==> src/rtl/git_shell_command_repo_extractor_macros.svh <==
// Assertion macros shared by the extractor RTL.
// Depends on nothing; files that check their logic include it by name.
`ifndef GIT_SHELL_COMMAND_REPO_EXTRACTOR_MACROS_SVH
`define GIT_SHELL_COMMAND_REPO_EXTRACTOR_MACROS_SVH
`ifndef SYNTHESIS
`define GSCRE_ASSERT_CLK(lbl, clk, rstn, prop, msg) \
  lbl: assert property (@(posedge clk) disable iff (!rstn) prop) else $error(msg);
`define GSCRE_ASSERT(lbl, prop, msg) `GSCRE_ASSERT_CLK(lbl, clk_i, rst_ni, prop, msg)
`else
`define GSCRE_ASSERT_CLK(lbl, clk, rstn, prop, msg)
`define GSCRE_ASSERT(lbl, prop, msg)
`endif
`endif

==> src/rtl/gscre_pkg.sv <==
// Package for the git shell command repository extractor.
// Types, codes and command word tables; used by the datapath, sequencer and top module.
`timescale 1ns / 1ps
package gscre_pkg;

  localparam int unsigned SEGMENT_MAX = 63;

  localparam logic [7:0] CHAR_NUL    = 8'h00;
  localparam logic [7:0] CHAR_SPACE  = 8'h20;
  localparam logic [7:0] CHAR_BANG   = 8'h21;
  localparam logic [7:0] CHAR_QUOTE  = 8'h27;
  localparam logic [7:0] CHAR_SLASH  = 8'h2f;
  localparam logic [7:0] CHAR_BSLASH = 8'h5c;

  localparam logic [4:0] WORD_A_LEN = 5'd16;
  localparam logic [4:0] WORD_B_LEN = 5'd15;
  localparam logic [4:0] WORD_C_LEN = 5'd18;
  localparam logic [4:0] POS_MAX    = 5'd31;

  localparam logic [1:0] KIND_BYTE = 2'd0;
  localparam logic [1:0] KIND_OK   = 2'd1;
  localparam logic [1:0] KIND_ERR  = 2'd2;

  typedef enum logic [2:0] {
    MODE_WORD,
    MODE_REPO,
    MODE_QSTART,
    MODE_QUOTED,
    MODE_ESCAPE
  } parse_mode_e;

  typedef enum logic [1:0] {
    ST_IDLE,
    ST_READ,
    ST_SEND,
    ST_FINAL
  } ctrl_state_e;

  typedef struct packed {
    logic [7:0] char_in;
    logic       end_of_command;
  } in_item_t;

  typedef struct packed {
    logic [1:0] kind;
    logic [7:0] out_byte;
    logic       last;
  } out_item_t;

  typedef struct packed {
    logic accept;
    logic rd_issue;
    logic push_byte;
    logic push_final;
  } ctrl_cmd_t;

  typedef struct packed {
    logic drain_start;
    logic end_in;
    logic last_byte;
    logic end_pending;
    logic out_room;
  } dp_status_t;

  // git-receive-pack
  function automatic logic [7:0] word_a_char(logic [4:0] idx);
    logic [7:0] ch;
    unique case (idx)
      5'd0:  ch = "g";
      5'd1:  ch = "i";
      5'd2:  ch = "t";
      5'd3:  ch = "-";
      5'd4:  ch = "r";
      5'd5:  ch = "e";
      5'd6:  ch = "c";
      5'd7:  ch = "e";
      5'd8:  ch = "i";
      5'd9:  ch = "v";
      5'd10: ch = "e";
      5'd11: ch = "-";
      5'd12: ch = "p";
      5'd13: ch = "a";
      5'd14: ch = "c";
      5'd15: ch = "k";
      default: ch = CHAR_NUL;
    endcase
    return ch;
  endfunction

  // git-upload-pack
  function automatic logic [7:0] word_b_char(logic [4:0] idx);
    logic [7:0] ch;
    unique case (idx)
      5'd0:  ch = "g";
      5'd1:  ch = "i";
      5'd2:  ch = "t";
      5'd3:  ch = "-";
      5'd4:  ch = "u";
      5'd5:  ch = "p";
      5'd6:  ch = "l";
      5'd7:  ch = "o";
      5'd8:  ch = "a";
      5'd9:  ch = "d";
      5'd10: ch = "-";
      5'd11: ch = "p";
      5'd12: ch = "a";
      5'd13: ch = "c";
      5'd14: ch = "k";
      default: ch = CHAR_NUL;
    endcase
    return ch;
  endfunction

  // git-upload-archive
  function automatic logic [7:0] word_c_char(logic [4:0] idx);
    logic [7:0] ch;
    unique case (idx)
      5'd0:  ch = "g";
      5'd1:  ch = "i";
      5'd2:  ch = "t";
      5'd3:  ch = "-";
      5'd4:  ch = "u";
      5'd5:  ch = "p";
      5'd6:  ch = "l";
      5'd7:  ch = "o";
      5'd8:  ch = "a";
      5'd9:  ch = "d";
      5'd10: ch = "-";
      5'd11: ch = "a";
      5'd12: ch = "r";
      5'd13: ch = "c";
      5'd14: ch = "h";
      5'd15: ch = "i";
      5'd16: ch = "v";
      5'd17: ch = "e";
      default: ch = CHAR_NUL;
    endcase
    return ch;
  endfunction

endpackage

==> src/rtl/gscre_dp.sv <==
// Datapath of the extractor: parser state, segment buffer, output register.
// Depends on gscre_pkg and the assertion macro header.
`timescale 1ns / 1ps
`include "git_shell_command_repo_extractor_macros.svh"
module gscre_dp #(
  parameter int unsigned SegmentMax = gscre_pkg::SEGMENT_MAX
) (
  input  logic                   clk_i,
  input  logic                   rst_ni,
  input  gscre_pkg::in_item_t    in_i,
  input  gscre_pkg::ctrl_cmd_t   cmd_i,
  output gscre_pkg::dp_status_t  status_o,
  input  logic                   out_ready_i,
  output logic                   out_valid_o,
  output gscre_pkg::out_item_t   out_o
);
  import gscre_pkg::*;

  localparam int unsigned LenW  = $clog2(SegmentMax + 1);
  localparam int unsigned AddrW = (SegmentMax > 1) ? $clog2(SegmentMax) : 1;

  parse_mode_e      mode_q, mode_d;
  logic [4:0]       pos_q, pos_d;
  logic [2:0]       match_q, match_d;
  logic [LenW-1:0]  len_q, len_d;
  logic             emitted_q, emitted_d;
  logic             err_q, err_d;
  logic             nul_q, nul_d;
  logic [LenW-1:0]  drain_q, drain_d;
  logic [LenW-1:0]  rd_idx_q;
  logic             end_pend_q;
  logic             fin_ok_q, fin_ok_d;
  logic             out_valid_q;
  out_item_t        out_q;
  logic [7:0]       rd_data_q;
  logic [7:0]       mem [SegmentMax];

  logic             wr_en;
  logic [AddrW-1:0] wr_addr;
  logic [7:0]       ch;
  logic             last_byte;

  assign ch = in_i.char_in;

  always_comb begin
    mode_d    = mode_q;
    pos_d     = pos_q;
    match_d   = match_q;
    len_d     = len_q;
    emitted_d = emitted_q;
    err_d     = err_q;
    nul_d     = nul_q;
    drain_d   = '0;
    wr_en     = 1'b0;
    wr_addr   = '0;
    if (!nul_q && !err_q) begin
      if (ch == CHAR_NUL) begin
        nul_d = 1'b1;
      end else begin
        unique case (mode_q)
          MODE_WORD: begin
            if (ch == CHAR_SPACE) begin
              if ((match_q[0] && pos_q == WORD_A_LEN) ||
                  (match_q[1] && pos_q == WORD_B_LEN) ||
                  (match_q[2] && pos_q == WORD_C_LEN)) begin
                mode_d = MODE_REPO;
              end else begin
                err_d = 1'b1;
              end
            end else begin
              if (!(pos_q < WORD_A_LEN && word_a_char(pos_q) == ch)) match_d[0] = 1'b0;
              if (!(pos_q < WORD_B_LEN && word_b_char(pos_q) == ch)) match_d[1] = 1'b0;
              if (!(pos_q < WORD_C_LEN && word_c_char(pos_q) == ch)) match_d[2] = 1'b0;
              if (pos_q < POS_MAX) pos_d = pos_q + 5'd1;
            end
          end
          MODE_REPO: begin
            if (ch == CHAR_QUOTE) begin
              mode_d = MODE_QSTART;
            end else if (ch == CHAR_BSLASH) begin
              mode_d = MODE_ESCAPE;
            end else begin
              err_d = 1'b1;
            end
          end
          MODE_QSTART: begin
            if (ch == CHAR_QUOTE) begin
              mode_d = MODE_REPO;
            end else begin
              // drop a leading slash while nothing has gone out yet
              len_d = '0;
              if (emitted_q || ch != CHAR_SLASH) begin
                wr_en = 1'b1;
                len_d = LenW'(1);
              end
              mode_d = MODE_QUOTED;
            end
          end
          MODE_QUOTED: begin
            if (ch == CHAR_QUOTE) begin
              drain_d = len_q;
              if (len_q != '0) emitted_d = 1'b1;
              len_d  = '0;
              mode_d = MODE_REPO;
            end else if (len_q >= LenW'(SegmentMax)) begin
              err_d = 1'b1;
            end else begin
              wr_en   = 1'b1;
              wr_addr = len_q[AddrW-1:0];
              len_d   = len_q + LenW'(1);
            end
          end
          MODE_ESCAPE: begin
            if (ch == CHAR_BANG || ch == CHAR_QUOTE) begin
              // no segment is open here: park the byte in entry zero, drain one
              wr_en     = 1'b1;
              drain_d   = LenW'(1);
              emitted_d = 1'b1;
              mode_d    = MODE_REPO;
            end else begin
              err_d = 1'b1;
            end
          end
          default: begin
            err_d = 1'b1;
          end
        endcase
      end
    end
    fin_ok_d = emitted_d && !err_d;
    if (in_i.end_of_command) begin
      mode_d    = MODE_WORD;
      pos_d     = '0;
      match_d   = 3'b111;
      len_d     = '0;
      emitted_d = 1'b0;
      err_d     = 1'b0;
      nul_d     = 1'b0;
    end
  end

  assign last_byte = (rd_idx_q + LenW'(1)) == drain_q;

  always_ff @(posedge clk_i or negedge rst_ni) begin
    if (!rst_ni) begin
      mode_q      <= MODE_WORD;
      pos_q       <= '0;
      match_q     <= 3'b111;
      len_q       <= '0;
      emitted_q   <= 1'b0;
      err_q       <= 1'b0;
      nul_q       <= 1'b0;
      drain_q     <= '0;
      rd_idx_q    <= '0;
      end_pend_q  <= 1'b0;
      fin_ok_q    <= 1'b0;
      out_valid_q <= 1'b0;
    end else begin
      if (cmd_i.accept) begin
        mode_q     <= mode_d;
        pos_q      <= pos_d;
        match_q    <= match_d;
        len_q      <= len_d;
        emitted_q  <= emitted_d;
        err_q      <= err_d;
        nul_q      <= nul_d;
        drain_q    <= drain_d;
        rd_idx_q   <= '0;
        end_pend_q <= in_i.end_of_command;
        fin_ok_q   <= fin_ok_d;
      end else if (cmd_i.push_byte) begin
        rd_idx_q <= rd_idx_q + LenW'(1);
      end
      if (cmd_i.push_byte || cmd_i.push_final) begin
        out_valid_q <= 1'b1;
      end else if (out_ready_i) begin
        out_valid_q <= 1'b0;
      end
    end
  end

  always_ff @(posedge clk_i) begin
    if (cmd_i.accept && wr_en) begin
      mem[wr_addr] <= ch;
    end
    if (cmd_i.rd_issue) begin
      rd_data_q <= mem[rd_idx_q[AddrW-1:0]];
    end
  end

  always_ff @(posedge clk_i) begin
    if (cmd_i.push_byte) begin
      out_q.kind     <= KIND_BYTE;
      out_q.out_byte <= rd_data_q;
      out_q.last     <= last_byte && !end_pend_q;
    end else if (cmd_i.push_final) begin
      out_q.kind     <= fin_ok_q ? KIND_OK : KIND_ERR;
      out_q.out_byte <= 8'h00;
      out_q.last     <= 1'b1;
    end
  end

  assign status_o.drain_start = drain_d != '0;
  assign status_o.end_in      = in_i.end_of_command;
  assign status_o.last_byte   = last_byte;
  assign status_o.end_pending = end_pend_q;
  assign status_o.out_room    = !out_valid_q || out_ready_i;

  assign out_valid_o = out_valid_q;
  assign out_o       = out_q;

  `GSCRE_ASSERT(a_len_bound, len_q <= LenW'(SegmentMax), "segment length past buffer size")
  `GSCRE_ASSERT(a_read_in_range, cmd_i.rd_issue |-> rd_idx_q < drain_q, "read beyond drained run")
  `GSCRE_ASSERT(a_valid_from_push, $rose(out_valid_q) |-> $past(cmd_i.push_byte || cmd_i.push_final), "output valid without a push")
endmodule

==> src/rtl/gscre_ctrl.sv <==
// Sequencer of the extractor: accepts bytes and steps the drain and status output.
// Depends on gscre_pkg and the assertion macro header.
`timescale 1ns / 1ps
`include "git_shell_command_repo_extractor_macros.svh"
module gscre_ctrl (
  input  logic                  clk_i,
  input  logic                  rst_ni,
  input  logic                  in_valid_i,
  output logic                  in_ready_o,
  input  gscre_pkg::dp_status_t status_i,
  output gscre_pkg::ctrl_cmd_t  cmd_o
);
  import gscre_pkg::*;

  ctrl_state_e state_q, state_d;

  always_comb begin
    state_d = state_q;
    unique case (state_q)
      ST_IDLE: begin
        if (in_valid_i) begin
          if (status_i.drain_start) begin
            state_d = ST_READ;
          end else if (status_i.end_in) begin
            state_d = ST_FINAL;
          end
        end
      end
      ST_READ: state_d = ST_SEND;
      ST_SEND: begin
        if (status_i.out_room) begin
          if (!status_i.last_byte) begin
            state_d = ST_READ;
          end else if (status_i.end_pending) begin
            state_d = ST_FINAL;
          end else begin
            state_d = ST_IDLE;
          end
        end
      end
      ST_FINAL: begin
        if (status_i.out_room) state_d = ST_IDLE;
      end
      default: state_d = ST_IDLE;
    endcase
  end

  always_comb begin
    cmd_o      = '0;
    in_ready_o = 1'b0;
    unique case (state_q)
      ST_IDLE: begin
        in_ready_o   = 1'b1;
        cmd_o.accept = in_valid_i;
      end
      ST_READ:  cmd_o.rd_issue   = 1'b1;
      ST_SEND:  cmd_o.push_byte  = status_i.out_room;
      ST_FINAL: cmd_o.push_final = status_i.out_room;
      default: begin
        cmd_o = '0;
      end
    endcase
  end

  always_ff @(posedge clk_i or negedge rst_ni) begin
    if (!rst_ni) begin
      state_q <= ST_IDLE;
    end else begin
      state_q <= state_d;
    end
  end

  `GSCRE_ASSERT(a_one_push, !(cmd_o.push_byte && cmd_o.push_final), "byte and status pushed together")
  `GSCRE_ASSERT(a_send_after_read, state_q == ST_SEND |-> $past(state_q) == ST_READ || $past(state_q) == ST_SEND, "send without a read")
  `GSCRE_ASSERT(a_final_done, (state_q == ST_FINAL && status_i.out_room) |=> state_q == ST_IDLE, "status transfer did not return to idle")
endmodule

==> src/rtl/git_shell_command_repo_extractor.sv <==
// Flow: a closing quote with N buffered bytes gives N results, each read from the segment
// buffer and then put in the output register, then the status if the byte ends the command.
// Throughput: one byte per cycle while bytes cause no results; the next byte waits until all
// results of the current one sit in the output register, which hides one stalled transfer.
// Reset: rst_ni is asynchronous, active low, and returns the parser to the command word.
`timescale 1ns / 1ps
module git_shell_command_repo_extractor #(
  parameter int unsigned SegmentMax = gscre_pkg::SEGMENT_MAX
) (
  input  logic                 clk_i,
  input  logic                 rst_ni,
  input  logic                 in_valid_i,
  output logic                 in_ready_o,
  input  gscre_pkg::in_item_t  in_i,
  output logic                 out_valid_o,
  input  logic                 out_ready_i,
  output gscre_pkg::out_item_t out_o
);
  import gscre_pkg::*;

  ctrl_cmd_t  cmd;
  dp_status_t status;

  gscre_ctrl u_ctrl (
    .clk_i      (clk_i),
    .rst_ni     (rst_ni),
    .in_valid_i (in_valid_i),
    .in_ready_o (in_ready_o),
    .status_i   (status),
    .cmd_o      (cmd)
  );

  gscre_dp #(
    .SegmentMax (SegmentMax)
  ) u_dp (
    .clk_i       (clk_i),
    .rst_ni      (rst_ni),
    .in_i        (in_i),
    .cmd_i       (cmd),
    .status_o    (status),
    .out_ready_i (out_ready_i),
    .out_valid_o (out_valid_o),
    .out_o       (out_o)
  );
endmodule

==> config.mk <==
export PLATFORM = sky130hd
export DESIGN_NAME = git_shell_command_repo_extractor
export DESIGN_NICKNAME = d
export VERILOG_FILES = /design/src/rtl/gscre_pkg.sv /design/src/rtl/gscre_dp.sv /design/src/rtl/gscre_ctrl.sv /design/src/rtl/git_shell_command_repo_extractor.sv
export VERILOG_INCLUDE_DIRS = /design/src /design/src/rtl
export SDC_FILE = /design/constraint.sdc
export NUM_CORES = 1
export LEC_CHECK = 0
export BUFFER_PORTS_ARGS = -buffer_cell sky130_fd_sc_hd__buf_2
export CORE_ASPECT_RATIO = 0.7
export CORE_UTILIZATION = 50
export DETAILED_ROUTE_END_ITERATION = 7
export PLACE_DENSITY = 0.65
export SLEW_MARGIN = 30
export SYNTH_ARGS = -nofsm -noshare
export SYNTH_HDL_FRONTEND = slang
export SYNTH_HIERARCHICAL = 1
export SYNTH_SLANG_ARGS = --single-unit
==> constraint.sdc <==
create_clock -name clk_i -period 8.19 [get_ports clk_i]
set_input_delay 1.638 -clock clk_i [delete_from_list [all_inputs] [get_ports clk_i]]
set_output_delay 1.638 -clock clk_i [all_outputs]
set_load 0.02 [all_outputs]
==> impl_metrics.env <==
export IMPL_status="completed"
export IMPL_yosys_top_cells_count="edfxtp_1 (521), mux4_2 (115), nor2_1 (96)"
export IMPL_syn_nets=1414
export IMPL_cp_startpoint="in_i[7]"
export IMPL_slew_viol_final=0
export IMPL_reg2reg_depth=6
export IMPL_synth_top_area_share_pct=66.46
export IMPL_cp_required_ns=8.39
export IMPL_track_usage_pct=24.57
export IMPL_die_h_um=183.5
export IMPL_worst_path_max_fanout=39
export IMPL_rrSetupSlack_ns=4.08
export IMPL_antenna_diode_count=0
export IMPL_routabilityCongestion=0.9442
export IMPL_hold_buffers=0
export IMPL_synth_cells=1386
export IMPL_die_w_um=261.3
export IMPL_crit_arrival_ns=5.15
export IMPL_cts_sinks=560
export IMPL_critPathCaptureType="flip-flop"
export IMPL_power_total_uw=7535
export IMPL_cts_tree="yes"
export IMPL_clkTransAtPathRegs_ns=0.06
export IMPL_tns_ns=0
export IMPL_worstMarginPinSlew_ns=1.015
export IMPL_worstSetupStartpointType="input port"
export IMPL_synthToLayoutAreaGrowth_pct=9.759
export IMPL_yosys_warnings=6
export IMPL_antenna_left=0
export IMPL_worstReg2RegEnd="u_dp/mem[19][4]$_DFFE_PP_"
export IMPL_io_buffers=25
export IMPL_power_frac_seq_pct=45.2
export IMPL_drt_initial_drc_count=1734
export IMPL_skew_ns=0.02103
export IMPL_root_buffer="clkbuf_16"
export IMPL_setup_viol=0
export IMPL_route_detailed_drc=0
export IMPL_hold_path_class="reg2reg"
export IMPL_grt_pass1_vias=12570
export IMPL_dp_final_hpwl_um=36340
export IMPL_drive_gt1_share_pct=19.65
export IMPL_switchingPower_uw=2266
export IMPL_seq_area_frac_synth_pct=70.58
export IMPL_hold_start="u_dp/out_o[10]$_SDFFE_PP0P_"
export IMPL_async_reset_ff_share_pct=6.607
export IMPL_p_clk_share_pct=30.0
export IMPL_synthFlopType="edfxtp_1"
export IMPL_max_slew_margin_rel_pct=30.57
export IMPL_whs_endpoint="u_dp/out_o[10]$_SDFFE_PP0P_"
export IMPL_post_cts_buffers=0
export IMPL_yosysUniqueCellTypes=84
export IMPL_r2r_start="u_dp/len_q[0]$_DFFE_PN0P_"
export IMPL_synth_edff_count=521
export IMPL_cts_buffer_depth=3
export IMPL_drtPass1Iterations=8
export IMPL_nNetsFinal=1418
export IMPL_wl_per_cell_um=28.04
export IMPL_rsz0062_at_grt="false"
export IMPL_synth_largest_area_cell="edfxtp_1"
export IMPL_antenna_found_initial=3
export IMPL_maxCapViolations=0
export IMPL_synthesis_area_um2=23540
export IMPL_overflow=0
export IMPL_grt_max_degree=148
export IMPL_rows=66
export IMPL_post_synth_top_count_cell="edfxtp_1"
export IMPL_cts_resized=0
export IMPL_ys_ff_latch=560
export IMPL_clock_latency_ns=0.59
export IMPL_timing_fmax_mhz=202.2
export IMPL_cts_max_level=2
export IMPL_power_density_nw_per_um2=291.6
export IMPL_initial_core_util_pct=50.72
export IMPL_grt_pass1_wl_um=85340
export IMPL_wirelength_um=57260
export IMPL_crit_type="in2reg"
export IMPL_layout_min_cycle_time_ns=4.945
export IMPL_syn_area_per_cell_um2=16.98
export IMPL_holdPathStages=2
export IMPL_num_vias=13080
export IMPL_hold_viol=0
export IMPL_p_leak_uw=0.008266
export IMPL_comb_power_share_pct=24.8
export IMPL_cts_buffers=51
export IMPL_swShare_pct=30.07
export IMPL_synthTopCellsByArea="edfxtp_1 (66%), mux4_2 (11%), dfrtp_1 (3.6%)"
export IMPL_ir_drop_mv=0.2091
export IMPL_die_area_um2=47970
export IMPL_viasPerCell=6.407
export IMPL_post_route_period_util_pct=60.38
export IMPL_intPower_uw=5269
export IMPL_ioPinCount=26
export IMPL_core_um2=46410
==> critical path: stages <==
cell and delay, ns:
buf_2 0.08, buf_4 0.44, or4b_1 0.32, or3_1 0.39, nand4_1 0.63, or4b_2 1.02, nor2_1 0.62
==> logic make-up after synthesis <==
group	Yosys count	synth area share (%)
DFF	560	70.58
and+or+nand+nor	296	6.703
xor gates and xnor gates	22	0.8185
adders and majority gates	15	0.7973
muxes	147	12.40
AOI/OAI and AO/OA	225	6.506
buffers and inverters	121	2.195
==> cells in the final DEF, fill, tap and decap left out, drive strengths merged, types with 18 or more instances in the layout <==
| master | count |
|---|---|
| clkbuf | 61 |
| clkinv | 24 |
| a22oi | 45 |
| buf | 47 |
| o21ai | 39 |
| inv | 25 |
| nand2 | 50 |
| mux4 | 115 |
| nand3 | 29 |
| nor3 | 18 |
| a21oi | 38 |
| nor2 | 96 |
| edfxtp | 521 |
| mux2i | 25 |
| dfrtp | 34 |
==> final cells by class <==
| type | count | area, um^2 |
|---|---|---|
| Timing Repair Buffer | 47 | 302.8 |
| Inverter | 25 | 93.84 |
| Sequential cell | 560 | 16620 |
| Clock inverter | 32 | 234.0 |
| Fill cell | 3557 | 20570 |
| Clock buffer | 61 | 1335 |
| Multi-Input combinational cell | 705 | 6484 |
| Tap cell | 612 | 765.7 |
==> worst max path at each step <==
stage	cells past startpoint	end	slack, ns
finish	7	u_dp/mem[19][4]$_DFFE_PP_	3.25
global route	6	u_dp/mem[19][6]$_DFFE_PP_	3.02
CTS	7	u_dp/mem[19][4]$_DFFE_PP_	3.31
detailed placement	6	u_dp/mem[13][6]$_DFFE_PP_	2.71
global placement	7	u_dp/mem[18][0]$_DFFE_PP_	2.90
floorplan	9	u_dp/mem[30][0]$_DFFE_PP_	3.36
==> power by group through the flow <==
stage               clock network (uW)  registers, uW  logic, uW
global route                      2400           3430       2010
detailed placement                   0           3470       1850
global placement                     0           3460       1830
finish                            2260           3410       1870
CTS                               2290           3410       1850
floorplan                            0           3370       1350
==> sequential cells by signal, summed over array words and instances, names as in the netlist <==
| name | flops |
|---|---|
| u_ctrl/state_q | 2 |
| u_dp/mode_q | 3 |
| u_dp/rd_idx_q | 6 |
| u_dp/len_q | 6 |
| u_dp/nul_q | 1 |
| u_dp/err_q | 1 |
| u_dp/pos_q | 5 |
| u_dp/out_valid_o | 1 |
| u_dp/rd_data_q | 8 |
| u_dp/match_q | 3 |
| u_dp/drain_q | 6 |
| u_dp/mem | 504 |
| u_dp/out_o | 11 |
| u_dp/emitted_q | 1 |
| u_dp/end_pend_q | 1 |
| u_dp/fin_ok_q | 1 |
==> metal layers <==
metal  vias to the layer above  wire [um]  global-route usage (%)
met5                         -          0                       0
met4                         0        631                   4.209
met3                        64       6382                   6.245
met2                       727      24510                   34.25
met1                      6728      25730                   39.24
li1                       5564          -                       -
==> stage by stage <==
| step | area (um^2) | worst slack, ns | util, % | hold WS [ns] | cells |
|---|---|---|---|---|---|
| 6_report | 25840 | 3.245 | 55.67 | 0.5154 | 2042 |
| 5_1_grt | 25840 | 3.015 | 55.67 | 0.5362 | 2042 |
| 4_1_cts | 25810 | 3.311 | 55.62 | 0.5165 | 2042 |
| 3_5_place_dp | 24240 | 2.709 | 52.24 | 0.5040 | 1949 |
| 3_3_place_gp | 24220 | 2.898 | 52.19 | 0.4691 | 1949 |
| 2_1_floorplan | 23540 | 3.364 | - | 0.4541 | 1386 |
Power figures use the tool's default switching activity.
